**src/sv/load_setpoint_protection_ctrl_core_macros.svh**
```systemverilog
// ----------------------------------------------------------------------------
// Load setpoint protection controller - assertion macros
// Concurrent assertion wrappers; compiled out when SYNTH is defined.
// ----------------------------------------------------------------------------
`ifndef LOAD_SETPOINT_PROTECTION_CTRL_CORE_MACROS_SVH
`define LOAD_SETPOINT_PROTECTION_CTRL_CORE_MACROS_SVH

`ifndef SYNTH
// same-cycle implication
`define LSPC_ASSERT_NOW(label, ck, rn, ante, cons) \
    label: assert property (@(posedge ck) disable iff (!rn) (ante) |-> (cons)) \
        else $error("lspc assertion failed");
// next-cycle implication
`define LSPC_ASSERT_NEXT(label, ck, rn, ante, cons) \
    label: assert property (@(posedge ck) disable iff (!rn) (ante) |=> (cons)) \
        else $error("lspc assertion failed");
`else
`define LSPC_ASSERT_NOW(label, ck, rn, ante, cons)
`define LSPC_ASSERT_NEXT(label, ck, rn, ante, cons)
`endif

`endif

```
**src/sv/lspc_pkg.sv**
```systemverilog
// ----------------------------------------------------------------------------
// Load setpoint protection controller - package
// Function, trip and register codes, and the divider request bundle.
// ----------------------------------------------------------------------------
package lspc_pkg;

    localparam int NCH        = 3;
    localparam int CFG_IDX_W  = 3;
    localparam int CFG_DATA_W = 64;

    localparam logic [1:0] FUNC_TICK = 2'd0;
    localparam logic [1:0] FUNC_SET  = 2'd1;
    localparam logic [1:0] FUNC_ON   = 2'd2;
    localparam logic [1:0] FUNC_OFF  = 2'd3;

    localparam logic [1:0] TRIP_NONE = 2'd0;
    localparam logic [1:0] TRIP_OC   = 2'd1;
    localparam logic [1:0] TRIP_OT   = 2'd2;

    localparam logic [CFG_IDX_W-1:0] CFG_CAL_CH0  = 3'd0;
    localparam logic [CFG_IDX_W-1:0] CFG_CAL_CH1  = 3'd1;
    localparam logic [CFG_IDX_W-1:0] CFG_CAL_CH2  = 3'd2;
    localparam logic [CFG_IDX_W-1:0] CFG_MAX_CH0  = 3'd3;
    localparam logic [CFG_IDX_W-1:0] CFG_MAX_CH1  = 3'd4;
    localparam logic [CFG_IDX_W-1:0] CFG_MAX_CH2  = 3'd5;
    localparam logic [CFG_IDX_W-1:0] CFG_TEMP_LIM = 3'd6;

    localparam logic [15:0]        MAX_CURRENT_RST = 16'd10000;
    localparam logic signed [11:0] TEMP_LIMIT_RST  = 12'sd850;

    typedef struct packed {
        logic               start;
        logic signed [31:0] slope;
        logic signed [31:0] intercept;
        logic [15:0]        target;
    } div_req_t;

endpackage

```
**src/sv/lspc_code_div.sv**
```systemverilog
// ----------------------------------------------------------------------------
// Load setpoint protection controller - DAC code divider
// Rounded (target - B) * 65536 / M with saturation, one quotient bit a cycle.
// ----------------------------------------------------------------------------
module lspc_code_div #(
    parameter int DAC_MAX_CODE = 4095
) (
    input  logic                                  clk,
    input  logic                                  rst_n,
    input  lspc_pkg::div_req_t                    req,
    output logic                                  done,
    output logic [$clog2(DAC_MAX_CODE+1)-1:0]     code
);
    import lspc_pkg::*;

    localparam int QW  = $clog2(DAC_MAX_CODE + 1);
    localparam int CW  = $clog2(QW);
    localparam int NW  = 50;
    localparam int DRW = 33;

    typedef enum logic [3:0] {
        D_IDLE = 4'b0001,
        D_OVF  = 4'b0010,
        D_ITER = 4'b0100,
        D_DONE = 4'b1000
    } dstate_t;

    dstate_t            state_reg, state_next;
    logic [NW-1:0]      n_reg, n_next;
    logic [DRW-1:0]     d2_reg, d2_next;
    logic [DRW-1:0]     p_reg, p_next;
    logic [QW-1:0]      lo_reg, lo_next;
    logic [CW-1:0]      cnt_reg, cnt_next;
    logic               sat_reg, sat_next;

    logic signed [33:0] diff;
    logic [33:0]        a_full;
    logic [32:0]        d_full;
    logic [NW-QW-1:0]   hi;
    logic               ovf;
    logic [DRW:0]       t;
    logic [DRW:0]       t_sub;
    logic               ge;
    logic               zero_res;

    assign diff     = $signed({18'd0, req.target})
                    - $signed({{2{req.intercept[31]}}, req.intercept});
    assign zero_res = (req.slope == 32'sd0) || (diff == 34'sd0)
                    || (diff[33] != req.slope[31]);
    assign a_full   = diff[33] ? (34'd0 - diff) : diff;
    assign d_full   = req.slope[31] ? (33'd0 - {1'b0, req.slope}) : {1'b0, req.slope};

    assign hi    = n_reg[NW-1:QW];
    assign ovf   = hi >= {{(NW-QW-DRW){1'b0}}, d2_reg};
    assign t     = {p_reg, lo_reg[QW-1]};
    assign ge    = t >= {1'b0, d2_reg};
    assign t_sub = t - {1'b0, d2_reg};

    always_comb
    begin
        state_next = state_reg;
        n_next     = n_reg;
        d2_next    = d2_reg;
        p_next     = p_reg;
        lo_next    = lo_reg;
        cnt_next   = cnt_reg;
        sat_next   = sat_reg;
        unique case (state_reg)
            D_IDLE:
            begin
                if (req.start)
                begin
                    sat_next = 1'b0;
                    lo_next  = '0;
                    if (zero_res)
                    begin
                        state_next = D_DONE;
                    end
                    else
                    begin
                        n_next     = {1'b0, a_full[31:0], 17'd0} + {18'd0, d_full[31:0]};
                        d2_next    = {d_full[31:0], 1'b0};
                        state_next = D_OVF;
                    end
                end
            end
            D_OVF:
            begin
                if (ovf)
                begin
                    sat_next   = 1'b1;
                    state_next = D_DONE;
                end
                else
                begin
                    p_next     = hi[DRW-1:0];
                    lo_next    = n_reg[QW-1:0];
                    cnt_next   = CW'(QW - 1);
                    state_next = D_ITER;
                end
            end
            D_ITER:
            begin
                p_next   = ge ? t_sub[DRW-1:0] : t[DRW-1:0];
                lo_next  = {lo_reg[QW-2:0], ge};
                cnt_next = cnt_reg - 1'b1;
                if (cnt_reg == '0)
                begin
                    state_next = D_DONE;
                end
            end
            D_DONE:
            begin
                state_next = D_IDLE;
            end
            default:
            begin
                state_next = D_IDLE;
            end
        endcase
    end

    always_ff @(posedge clk or negedge rst_n)
    begin
        if (!rst_n)
        begin
            state_reg <= D_IDLE;
        end
        else
        begin
            state_reg <= state_next;
        end
    end

    always_ff @(posedge clk)
    begin
        n_reg   <= n_next;
        d2_reg  <= d2_next;
        p_reg   <= p_next;
        lo_reg  <= lo_next;
        cnt_reg <= cnt_next;
        sat_reg <= sat_next;
    end

    assign done = (state_reg == D_DONE);
    assign code = (sat_reg || (lo_reg > QW'(DAC_MAX_CODE))) ? QW'(DAC_MAX_CODE) : lo_reg;

endmodule

```
**src/sv/load_setpoint_protection_ctrl_core.sv**
```systemverilog
// ----------------------------------------------------------------------------
// Load setpoint protection controller - top level
// Three-channel constant-current load control sharing one DAC, with
// overcurrent and overtemperature trip.
// ----------------------------------------------------------------------------
// One item is worked at a time. Tick while off, tick with trip, turn-off and
// items naming an invalid channel go from the input transfer straight to the
// finish state and then into the output register. Items that produce a new DAC
// code go through the start and wait states and the bit-serial divider, one
// quotient bit per cycle; a code that is zero by zero slope or by sign skips
// the divide steps, and a saturated code stops after the overflow check. The
// input is ready again in the cycle after the result is loaded, and a result
// that is not taken holds the next one back. A finished result sits in the
// output register while the next item is taken in.
module load_setpoint_protection_ctrl_core #(
    parameter int DAC_MAX_CODE = 4095,
    parameter int NUM_CHANNELS = 3
) (
    input  logic                                clk,
    input  logic                                rst_n,
    input  logic                                cfg_we,
    input  logic [lspc_pkg::CFG_IDX_W-1:0]      cfg_index,
    input  logic [lspc_pkg::CFG_DATA_W-1:0]     cfg_data,
    input  logic                                in_valid,
    output logic                                in_ready,
    input  logic [1:0]                          func,
    input  logic [1:0]                          channel,
    input  logic [15:0]                         target_ma,
    input  logic [15:0]                         measured_ma,
    input  logic                                measured_valid,
    input  logic signed [11:0]                  temperature,
    input  logic                                temperature_valid,
    output logic                                out_valid,
    input  logic                                out_ready,
    output logic [11:0]                         dac_code,
    output logic                                dac_written,
    output logic [7:0]                          dac_high_byte,
    output logic [7:0]                          dac_low_byte,
    output logic                                load_on,
    output logic [1:0]                          active_channel,
    output logic [1:0]                          trip,
    output logic                                accepted
);
    import lspc_pkg::*;

    localparam int DW = $clog2(DAC_MAX_CODE + 1);

    typedef enum logic [3:0] {
        S_IDLE  = 4'b0001,
        S_START = 4'b0010,
        S_WAIT  = 4'b0100,
        S_FIN   = 4'b1000
    } state_t;

    state_t             state_reg, state_next;

    logic [63:0]        cal_reg [0:NCH-1];
    logic [63:0]        cal_next [0:NCH-1];
    logic [15:0]        maxi_reg [0:NCH-1];
    logic [15:0]        maxi_next [0:NCH-1];
    logic signed [11:0] tlim_reg, tlim_next;

    logic [15:0]        target_reg [0:NCH-1];
    logic [15:0]        target_next [0:NCH-1];
    logic               on_reg, on_next;
    logic [1:0]         act_reg, act_next;
    logic [DW-1:0]      dac_reg, dac_next;

    logic [1:0]         code_ch_reg, code_ch_next;
    logic [15:0]        code_tgt_reg, code_tgt_next;
    logic               res_written_reg, res_written_next;
    logic [1:0]         res_trip_reg, res_trip_next;
    logic               res_acc_reg, res_acc_next;

    logic               out_valid_reg, out_valid_next;
    logic [DW-1:0]      out_dac_reg, out_dac_next;
    logic               out_written_reg, out_written_next;
    logic               out_on_reg, out_on_next;
    logic [1:0]         out_act_reg, out_act_next;
    logic [1:0]         out_trip_reg, out_trip_next;
    logic               out_acc_reg, out_acc_next;

    logic               ch_ok;
    logic [1:0]         ch_idx;
    logic [15:0]        tgt_clamp;
    logic               over_current;
    logic               over_temp;
    div_req_t           div_req;
    logic               div_done;
    logic [DW-1:0]      div_code;
    logic [15:0]        dac_ext;

    assign ch_ok        = 32'(channel) < NUM_CHANNELS;
    assign ch_idx       = ch_ok ? channel : 2'd0;
    assign tgt_clamp    = (target_ma > maxi_reg[ch_idx]) ? maxi_reg[ch_idx] : target_ma;
    assign over_current = measured_valid && (measured_ma >= maxi_reg[act_reg]);
    assign over_temp    = temperature_valid && (temperature >= tlim_reg);

    // configuration writes
    always_comb
    begin
        cal_next  = cal_reg;
        maxi_next = maxi_reg;
        tlim_next = tlim_reg;
        if (cfg_we)
        begin
            unique case (cfg_index)
                CFG_CAL_CH0:  cal_next[0]  = cfg_data;
                CFG_CAL_CH1:  cal_next[1]  = cfg_data;
                CFG_CAL_CH2:  cal_next[2]  = cfg_data;
                CFG_MAX_CH0:  maxi_next[0] = cfg_data[15:0];
                CFG_MAX_CH1:  maxi_next[1] = cfg_data[15:0];
                CFG_MAX_CH2:  maxi_next[2] = cfg_data[15:0];
                CFG_TEMP_LIM: tlim_next    = $signed(cfg_data[11:0]);
                default:      tlim_next    = tlim_reg;
            endcase
        end
    end

    always_comb
    begin
        state_next       = state_reg;
        target_next      = target_reg;
        on_next          = on_reg;
        act_next         = act_reg;
        dac_next         = dac_reg;
        code_ch_next     = code_ch_reg;
        code_tgt_next    = code_tgt_reg;
        res_written_next = res_written_reg;
        res_trip_next    = res_trip_reg;
        res_acc_next     = res_acc_reg;
        out_valid_next   = out_valid_reg && !out_ready;
        out_dac_next     = out_dac_reg;
        out_written_next = out_written_reg;
        out_on_next      = out_on_reg;
        out_act_next     = out_act_reg;
        out_trip_next    = out_trip_reg;
        out_acc_next     = out_acc_reg;

        unique case (state_reg)
            S_IDLE:
            begin
                if (in_valid)
                begin
                    res_written_next = 1'b0;
                    res_trip_next    = TRIP_NONE;
                    res_acc_next     = 1'b1;
                    state_next       = S_FIN;
                    unique case (func)
                        FUNC_TICK:
                        begin
                            if (on_reg)
                            begin
                                res_written_next = 1'b1;
                                if (over_current || over_temp)
                                begin
                                    res_trip_next        = over_current ? TRIP_OC : TRIP_OT;
                                    dac_next             = '0;
                                    on_next              = 1'b0;
                                    target_next[act_reg] = 16'd0;
                                end
                                else
                                begin
                                    code_ch_next  = act_reg;
                                    code_tgt_next = target_reg[act_reg];
                                    state_next    = S_START;
                                end
                            end
                        end
                        FUNC_SET:
                        begin
                            if (!ch_ok)
                            begin
                                res_acc_next = 1'b0;
                            end
                            else
                            begin
                                res_written_next    = 1'b1;
                                target_next[ch_idx] = tgt_clamp;
                                on_next             = (tgt_clamp != 16'd0);
                                code_ch_next        = ch_idx;
                                code_tgt_next       = tgt_clamp;
                                state_next          = S_START;
                            end
                        end
                        FUNC_ON:
                        begin
                            if (!ch_ok)
                            begin
                                res_acc_next = 1'b0;
                            end
                            else
                            begin
                                res_written_next = 1'b1;
                                act_next         = ch_idx;
                                on_next          = 1'b1;
                                code_ch_next     = ch_idx;
                                code_tgt_next    = target_reg[ch_idx];
                                state_next       = S_START;
                            end
                        end
                        FUNC_OFF:
                        begin
                            res_written_next     = 1'b1;
                            dac_next             = '0;
                            on_next              = 1'b0;
                            target_next[act_reg] = 16'd0;
                        end
                    endcase
                end
            end
            S_START:
            begin
                state_next = S_WAIT;
            end
            S_WAIT:
            begin
                if (div_done)
                begin
                    dac_next   = div_code;
                    state_next = S_FIN;
                end
            end
            S_FIN:
            begin
                if (!out_valid_reg || out_ready)
                begin
                    out_valid_next   = 1'b1;
                    out_dac_next     = dac_reg;
                    out_written_next = res_written_reg;
                    out_on_next      = on_reg;
                    out_act_next     = act_reg;
                    out_trip_next    = res_trip_reg;
                    out_acc_next     = res_acc_reg;
                    state_next       = S_IDLE;
                end
            end
            default:
            begin
                state_next = S_IDLE;
            end
        endcase
    end

    always_ff @(posedge clk or negedge rst_n)
    begin
        if (!rst_n)
        begin
            state_reg     <= S_IDLE;
            on_reg        <= 1'b0;
            act_reg       <= 2'd0;
            dac_reg       <= '0;
            out_valid_reg <= 1'b0;
            tlim_reg      <= TEMP_LIMIT_RST;
            for (int i = 0; i < NCH; i++)
            begin
                cal_reg[i]    <= 64'd0;
                maxi_reg[i]   <= MAX_CURRENT_RST;
                target_reg[i] <= 16'd0;
            end
        end
        else
        begin
            state_reg     <= state_next;
            on_reg        <= on_next;
            act_reg       <= act_next;
            dac_reg       <= dac_next;
            out_valid_reg <= out_valid_next;
            tlim_reg      <= tlim_next;
            cal_reg       <= cal_next;
            maxi_reg      <= maxi_next;
            target_reg    <= target_next;
        end
    end

    always_ff @(posedge clk)
    begin
        code_ch_reg     <= code_ch_next;
        code_tgt_reg    <= code_tgt_next;
        res_written_reg <= res_written_next;
        res_trip_reg    <= res_trip_next;
        res_acc_reg     <= res_acc_next;
        out_dac_reg     <= out_dac_next;
        out_written_reg <= out_written_next;
        out_on_reg      <= out_on_next;
        out_act_reg     <= out_act_next;
        out_trip_reg    <= out_trip_next;
        out_acc_reg     <= out_acc_next;
    end

    assign div_req.start     = (state_reg == S_START);
    assign div_req.slope     = $signed(cal_reg[code_ch_reg][63:32]);
    assign div_req.intercept = $signed(cal_reg[code_ch_reg][31:0]);
    assign div_req.target    = code_tgt_reg;

    lspc_code_div #(
        .DAC_MAX_CODE (DAC_MAX_CODE)
    ) u_div (
        .clk   (clk),
        .rst_n (rst_n),
        .req   (div_req),
        .done  (div_done),
        .code  (div_code)
    );

    assign in_ready       = (state_reg == S_IDLE);
    assign out_valid      = out_valid_reg;
    assign dac_ext        = 16'(out_dac_reg);
    assign dac_code       = dac_ext[11:0];
    assign dac_high_byte  = dac_ext[11:4];
    assign dac_low_byte   = {dac_ext[3:0], 4'd0};
    assign dac_written    = out_written_reg;
    assign load_on        = out_on_reg;
    assign active_channel = out_act_reg;
    assign trip           = out_trip_reg;
    assign accepted       = out_acc_reg;

`include "load_setpoint_protection_ctrl_core_macros.svh"

    `LSPC_ASSERT_NOW(a_dac_in_range, clk, rst_n, 1'b1, dac_reg <= DW'(DAC_MAX_CODE))
    `LSPC_ASSERT_NOW(a_active_valid, clk, rst_n, 1'b1, 32'(act_reg) < NUM_CHANNELS)
    `LSPC_ASSERT_NOW(a_div_done_wait, clk, rst_n, div_done, state_reg == S_WAIT)
    `LSPC_ASSERT_NEXT(a_start_to_wait, clk, rst_n, state_reg == S_START, state_reg == S_WAIT)

endmodule

```
**config.mk**
```make
export PLATFORM = sky130hd
export DESIGN_NAME = load_setpoint_protection_ctrl_core
export DESIGN_NICKNAME = d
export VERILOG_FILES = /design/src/sv/lspc_pkg.sv /design/src/sv/lspc_code_div.sv /design/src/sv/load_setpoint_protection_ctrl_core.sv
export VERILOG_INCLUDE_DIRS = /design/src /design/src/sv
export SDC_FILE = /design/constraint.sdc
export NUM_CORES = 1
export LEC_CHECK = 0
export BUFFER_PORTS_ARGS = -buffer_cell sky130_fd_sc_hd__clkbuf_2
export CAP_MARGIN = 20
export CORE_MARGIN = 2
export CORE_UTILIZATION = 38
export DETAILED_ROUTE_END_ITERATION = 16
export GPL_TIMING_DRIVEN = 0
export HOLD_SLACK_MARGIN = 0.03
export PLACE_DENSITY = 0.55
export SLEW_MARGIN = 20
export SYNTH_ARGS = -nofsm -noshare
export SYNTH_HDL_FRONTEND = slang
export SYNTH_SLANG_ARGS = --single-unit
```
**constraint.sdc**
```tcl
create_clock -name clk -period 15.1 [get_ports clk]
set_clock_uncertainty 0.15 [all_clocks]
set_input_delay 1.51 -clock clk [delete_from_list [all_inputs] [get_ports clk]]
set_output_delay 1.51 -clock clk [all_outputs]
set_load 0.1 [all_outputs]
```
; ---- After elaboration in Yosys (flattened, before gate mapping)
; Index checks and enable logic that the tools add are counted.
[word_totals]
regBits = 497
latch_bits = 0
mem_bits_rw = 0
romBits = 0
inputBits = 122
output_inout_bits = 37
elab_cells = 218
n_memories = 0
[classes]
n_addsub = 6
multipliers = 0
div_mod_pow = 0
n_lt_le_gt_ge = 12
n_eq_ne = 34
n_shift = 0
muxes = 79
n_bitwise = 6
reduce_logical = 48
[ops]
columns = op, n
row1 = $mux 16, 15
row2 = $mux 48, 3
row3 = $pmux 48 s3, 1
row4 = $bmux 16 s2, 4
row5 = $bmux 64 s2, 1
row6 = $mux 64, 2
row7 = $mux 12, 7
row8 = $mux 33, 2
row9 = $pmux 33 s2, 1
row10 = $demux 16 s2, 2
row11 = $mux 32, 2
row12 = $sub 1x32->32 const A, 2
row13 = $add 49x32->50, 1
row14 = $and 48x48->48, 1
row15 = $bwmux 48, 1
row16 = $not 48->48, 1
row17 = $pmux 12 s2, 2
row18 = $pmux 16 s3, 1
row19 = $mux 4, 11
row20 = $ge 38x33->1, 1
row21 = $pmux 12 s3, 1
row22 = $ge 34x33->1, 1
row23 = $logic_not 34->1, 1
row24 = $sub 17x32->33, 1
row25 = 50 further kinds, 120

; ---- Depth between registers and ports, before layout
[logic_depth]
ltp_word = 12
ltp_mapped = 37
depth_no_buf = 28

; ---- By module
; From an unflattened synthesis, not the netlist that was laid out.
[unflattened]
cells_unflattened = 2817
area_unflattened_um2 = 29080.4
[by_module_without_submodules]
columns = module, n_inst, cells_per_inst, area_each_um2, seq_area_each_um2
row1 = load_setpoint_protection_ctrl_core, 1, 1574, 18102.4, 9265.1
row2 = lspc_code_div, 1, 1243, 10978.0, 3554.7

; ---- Worst setup path before layout
; OpenSTA, ideal clock, no wires.
[synth_timing]
path_type = reg-to-reg
from = register code_ch_reg[0]
to = register u_div.d2_reg[18] (enable)
setup_time_ns = 0.568
arrival_time_ns = 9.922
t_required_ns = 14.382
setup_slack_ns = 4.460
stages_incl_launch_ff = 24
path_buffers = 7
period_less_slack_ns = 10.640
path_cell_list = edfxtp_1 -> buf_6 -> buf_6 -> buf_2 -> buf_2 -> buf_1 -> buf_1 -> clkbuf_1 -> mux2i_1 -> o21ai_0 -> ha_1 -> inv_1 -> fa_1 -> a21o_1 -> a22o_1 -> a21oi_2 -> mux2i_1 -> a2111oi_4 -> or2_2 -> nor3_4 -> nand3_1 -> or4_1 -> a31oi_2 -> nor3_1
[synth_via]
elab_chain_len = 10
elab_cells_between_ends = 12
classes_between = 1 x add/sub / 1 x eq/ne / 3 x mux / 2 x bitwise / 5 x reduce/logical
[synth_rtl]
columns = item, line
row1 = start: declaration, load_setpoint_protection_ctrl_core.sv:69  ; logic [1:0] code_ch_reg, code_ch_next;
row2 = start signal: assignment, load_setpoint_protection_ctrl_core.sv:278  ; code_ch_reg <= code_ch_next;
row3 = $not 2->3 (not written as such) (*), "load_setpoint_protection_ctrl_core.sv:292, load_setpoint_protection_ctrl_core.sv:293"
row4 = $bmux 64 s2 (*), "load_setpoint_protection_ctrl_core.sv:292, load_setpoint_protection_ctrl_core.sv:293"
row5 = $mux 64 (not written as such) (*) (2 in a row), load_setpoint_protection_ctrl_core.sv:293  ; assign div_req.intercept = $signed(cal_reg[code_ch_reg][31:0]);
row6 = $sub 17x32->33, lspc_code_div.sv:47  ; - $signed({{2{req.intercept[31]}}, req.intercept});
row7 = $logic_not 34->1, lspc_code_div.sv:48  ; assign zero_res = (req.slope == 32'sd0) || (diff == 34'sd0)
row8 = $logic_or 1x1->1, lspc_code_div.sv:48
row9 = $logic_or 1x1->1 (*), lspc_code_div.sv:49  ; || (diff[33] != req.slope[31]);
row10 = $not 1->1 (no line) (*), --
row11 = $reduce_and 3->1 (no line) (*), --
row12 = end signal: assignment, lspc_code_div.sv:138  ; d2_reg <= d2_next;
row13 = end: declaration, lspc_code_div.sv:30  ; logic [DRW-1:0] d2_reg, d2_next;
; Mark *: on every way between the ends. The rest lies on a longest branch, timed or not. The select of a mux whose other input is x is not followed.
; A chain may end at the register's enable or synchronous reset.

; ---- Worst setup path after layout
[layout_timing]
from = register code_ch_reg[0]
to = register u_div.n_reg[45], data pin
[layout_via]
elab_chain_len = 8
elab_cells_between_ends = 10
classes_between = 4 x add/sub / 5 x mux / 1 x bitwise
[layout_rtl]
columns = item, line
row1 = $not 2->3 (not written as such) (*), "load_setpoint_protection_ctrl_core.sv:292, load_setpoint_protection_ctrl_core.sv:293"
row2 = $bmux 64 s2 (*), "load_setpoint_protection_ctrl_core.sv:292, load_setpoint_protection_ctrl_core.sv:293"
row3 = $mux 64 (not written as such) (*) (2 in a row), load_setpoint_protection_ctrl_core.sv:293
row4 = $sub 17x32->33, lspc_code_div.sv:47
row5 = $sub 1x32->32, lspc_code_div.sv:50  ; assign a_full = diff[33] ? (34'd0 - diff) : diff;
row6 = $mux 32, lspc_code_div.sv:50
row7 = $add 49x32->50 (*), lspc_code_div.sv:81  ; n_next = {1'b0, a_full[31:0], 17'd0} + {18'd0, d_full[31:0]};
row8 = end signal: assignment, lspc_code_div.sv:137  ; n_reg <= n_next;
row9 = end: declaration, lspc_code_div.sv:29  ; logic [NW-1:0] n_reg, n_next;
; Marks and branches as above.

==> summary.md <==
| Metric | Value |
|---|---|
| Clock Latency Late Sink | `0.61 ns` |
| CP most frequent cell | `a21oi_1` |
| Unique masters post-synth | `~100` |
| Hold crit path type | `flip-flop to flip-flop` |
| Max Cap Viol | `0` |
| Multiplexer area fraction after synthesis | `about 16%` |
| Routability cong. | `roughly 0.9` |
| Commonest cells in the netlist | `302 x dfrtp_1, 258 x mux2_2, 257 x nand2_1` |
| # IOs | `159` |
| Register area share after synthesis | `44.28%` |
| Async SR Flop Fraction | `between 60% and 70%` |
| Violation count after the first detailed-routing iteration | `roughly 1500` |
| Setup Buffers After CTS | `0` |
| Synth area leader | `dfrtp_1` |
| First-pass GRT wire length | `approximately 130 mm` |
| Xor/xnor share of the synthesized area | `approximately 4.2%` |
| Compound-gate portion of the synthesized area | `13.81%` |
| CTS Buffer Depth | `3` |
| All-Layer GR Usage | `a little over a fifth` |
| CP Launch Type | `flip-flop` |
| Synth top area share | `a little over a quarter` |
| Fin. Hold Viols | `0` |
| CP max stage cell | `buf_1` |
| Avg Cell Area, Syn | `roughly 11 µm²` |
| Top cells by area, synth | `dfrtp_1 26%, edfxtp_1 16%, mux2_2 10%` |
| Synth Area in Adders | `6.690%` |
| Seq pwr share | `36.1%` |
| Antenna Nets Post-Route | `0` |
| H-tree depth | `2` |
| Status | `completed` |
| RSZ-0062 raised after global routing | `false` |
| Root Buffer | `clkbuf_16` |
| WP data arrival | `~12 ns` |
| Largest family of logic cells by synthesized area | `multiplexers` |
| Vias in the first global route | `about 22000` |
| Antenna violations before repair | `2` |
| Post-synthesis simple-gate area fraction | `11.43%` |
| Share of layout cells above drive strength 1 | `20.50%` |
| Slowest stage delay, CP | `roughly 0.83 ns` |
| Finished Cell Area | `~33000 µm²` |
| Clk sinks | `480` |
| Clock transition at path regs | `0.06 ns` |
| Via count | `around 22000` |
| Die Area | `78420 µm²` |
| Post-CTS resize count | `0` |
| Post-Synthesis Cell Area | `about 29000 µm²` |
| Dpl cells | `3901` |
| Internal | `between 0.003 and 0.004 W` |
| Switching Power | `0.001885 W` |
| Die Width | `roughly 280 µm` |
| Routed WL | `about 83 mm` |
| Initial core utilization | `38.25%` |
| Max frequency | `85.13 MHz` |
| Switch share | `between 30% and 40%` |
| Residual DRC | `0` |
| Worst Setup End Kind | `flip-flop` |
| Placed Instance Area | `slightly above 30000 µm²` |
| Comb power frac | `38.3%` |
| Layout area overhead | `13.92%` |
| Synth Instances | `~2800` |
| Num CTS Buffers | `52` |
| Tcrit/Tclk final | `a little under 80%` |
| Largest net degree at the start of global routing | `between 70 and 80` |
| Final worst hold slack | `around 0.27 ns` |
| Maximum vdd drop | `roughly 75 µV` |
| WS Path Type | `flip-flop to flip-flop` |
| GRT Residual Overflow | `0` |
| Post-layout min period | `11.75 ns` |
| Final worst slack | `approximately 3.4 ns` |
| Slew margin rel. | `between 20% and 30%` |
| Fin nets | `3252` |
| Port bufs | `~150` |
| Static leakage | `roughly 14 nW` |
| Final TNS setup | `0 ns` |
| Post-CTS Hold Buffers | `0` |
| Die height | `about 280 µm` |
| Rows | `roughly 100` |
| Most common cell in the synthesized netlist | `dfrtp_1` |
| Non-filler cells, final | `between 3000 and 4000` |
| Pre-CTS setup slack | `between 3 and 4 ns` |
| Area of the core | `about 76000 µm²` |
| Post-synth EDFFs | `between 150 and 200` |
| Via/cell ratio | `around 5.5` |
| Main synth FF type | `dfrtp_1` |
| Final setup vio count | `0` |
| CTS tree | `yes` |
| Crit Path Max Fanout | `10` |
| Slew @ Worst Pin | `~1.1 ns` |
| Drt wl/cell | `20.65 µm` |
| Number of synthesized register bits | `between 400 and 500` |
| Worst EP required | `15.28 ns` |
| Max reg flops | `192` |
| Final Max Slew Viols | `0` |
| Post-DP HPWL | `between 60 and 70 mm` |
| Yosys warning count | `0` |
| 1st-pass router iterations | `6` |
| PD cells | `155.4 nW/µm²` |
| Clock network fraction of total power | `about a quarter` |
[path summary, 6_finish.rpt]
check                                startpoint              end  slack, ns  depth (start not counted)
min in group asynchronous                 rst_n     maxi_reg[22]       0.73                          1
worst min register to register  res_trip_reg[0]          trip[0]       0.27                          0
max in group asynchronous                 rst_n      cal_reg[38]      12.92                          3
worst min-delay path            res_trip_reg[0]          trip[0]       0.27                          0
worst max register to register   code_ch_reg[0]  u_div.n_reg[45]       3.35                         35
worst max-delay path             code_ch_reg[0]  u_div.n_reg[45]       3.35                         35
[metal layers]
metal,track usage [%],wire (µm)
met1,28.52,37870
met2,35.08,39400
met3,2.456,3118
met4,5.663,2161
met5,0,26
[per-stage QoR]
step / total power, W / utilization, %
2_1_floorplan: 0.003272 / -
3_3_place_gp: 0.003762 / 40.89
3_5_place_dp: 0.003831 / 41.22
4_1_cts: 0.005151 / 43.56
5_1_grt: 0.005456 / 43.57
6_report: 0.005124 / 43.57
[critical path: cells and delay by family (launching register included)]
family / cells / cell delay (ns)
XOR/XNOR: 1 / 0.18
AND/OR/NAND/NOR: 6 / 0.89
buffers and inverters: 10 / 4.20
flip-flops: 1 / 0.47
AO/OA/AOI/OAI: 14 / 4.19
multiplexers: 1 / 0.15
adder cells (fa/ha/maj): 3 / 1.19
[power groups by stage]
stage	Clock, W	Combinational (W)	Sequential (W)
final	0.00131	0.00196	0.00185
after global routing	0.00139	0.00219	0.00188
after CTS	0.00134	0.00197	0.00185
after detailed placement	0	0.00196	0.00187
after global placement	0	0.00190	0.00186
after floorplan	0	0.00143	0.00185
[cell type report]
| class | count | area (µm²) |
|---|---|---|
| fill | 7168 | 42710 |
| multi-input combinational | 2026 | 15140 |
| sequential | 480 | 12820 |
| clock buffer | 75 | 1572 |
| tap | 978 | 1224 |
| timing repair buffer | 166 | 965.9 |
| buffer | 139 | 639.4 |
| inverter | 112 | 420.4 |
| clock inverter | 21 | 198.9 |
| antenna | 1 | 2.502 |
[cells by family (layout without fill, tap and decap cells)]
kind of cell / Yosys count / after routing
AOI/OAI and AO/OA: 634 / 634
xor gates and xnor gates: 138 / 138
adders and majority gates: 153 / 153
buffers and inverters: 251 / 513
DFF: 480 / 480
muxes: 428 / 428
other: 1 / 6
and+or+nand+nor: 668 / 668
[cell usage in the layout (no fill, tap or decap), drive strengths merged, types with 57 or more instances in the layout]
cell    count
xnor2     101
nand2     259
mux2i     170
dfrtp     302
mux2      258
ha        150
clkbuf    323
o21ai     234
edfxtp    156
inv       114
a21o       60
a21oi     138
buf        57
nor2      145
No activity file was read; power rests on OpenSTA's default activity.
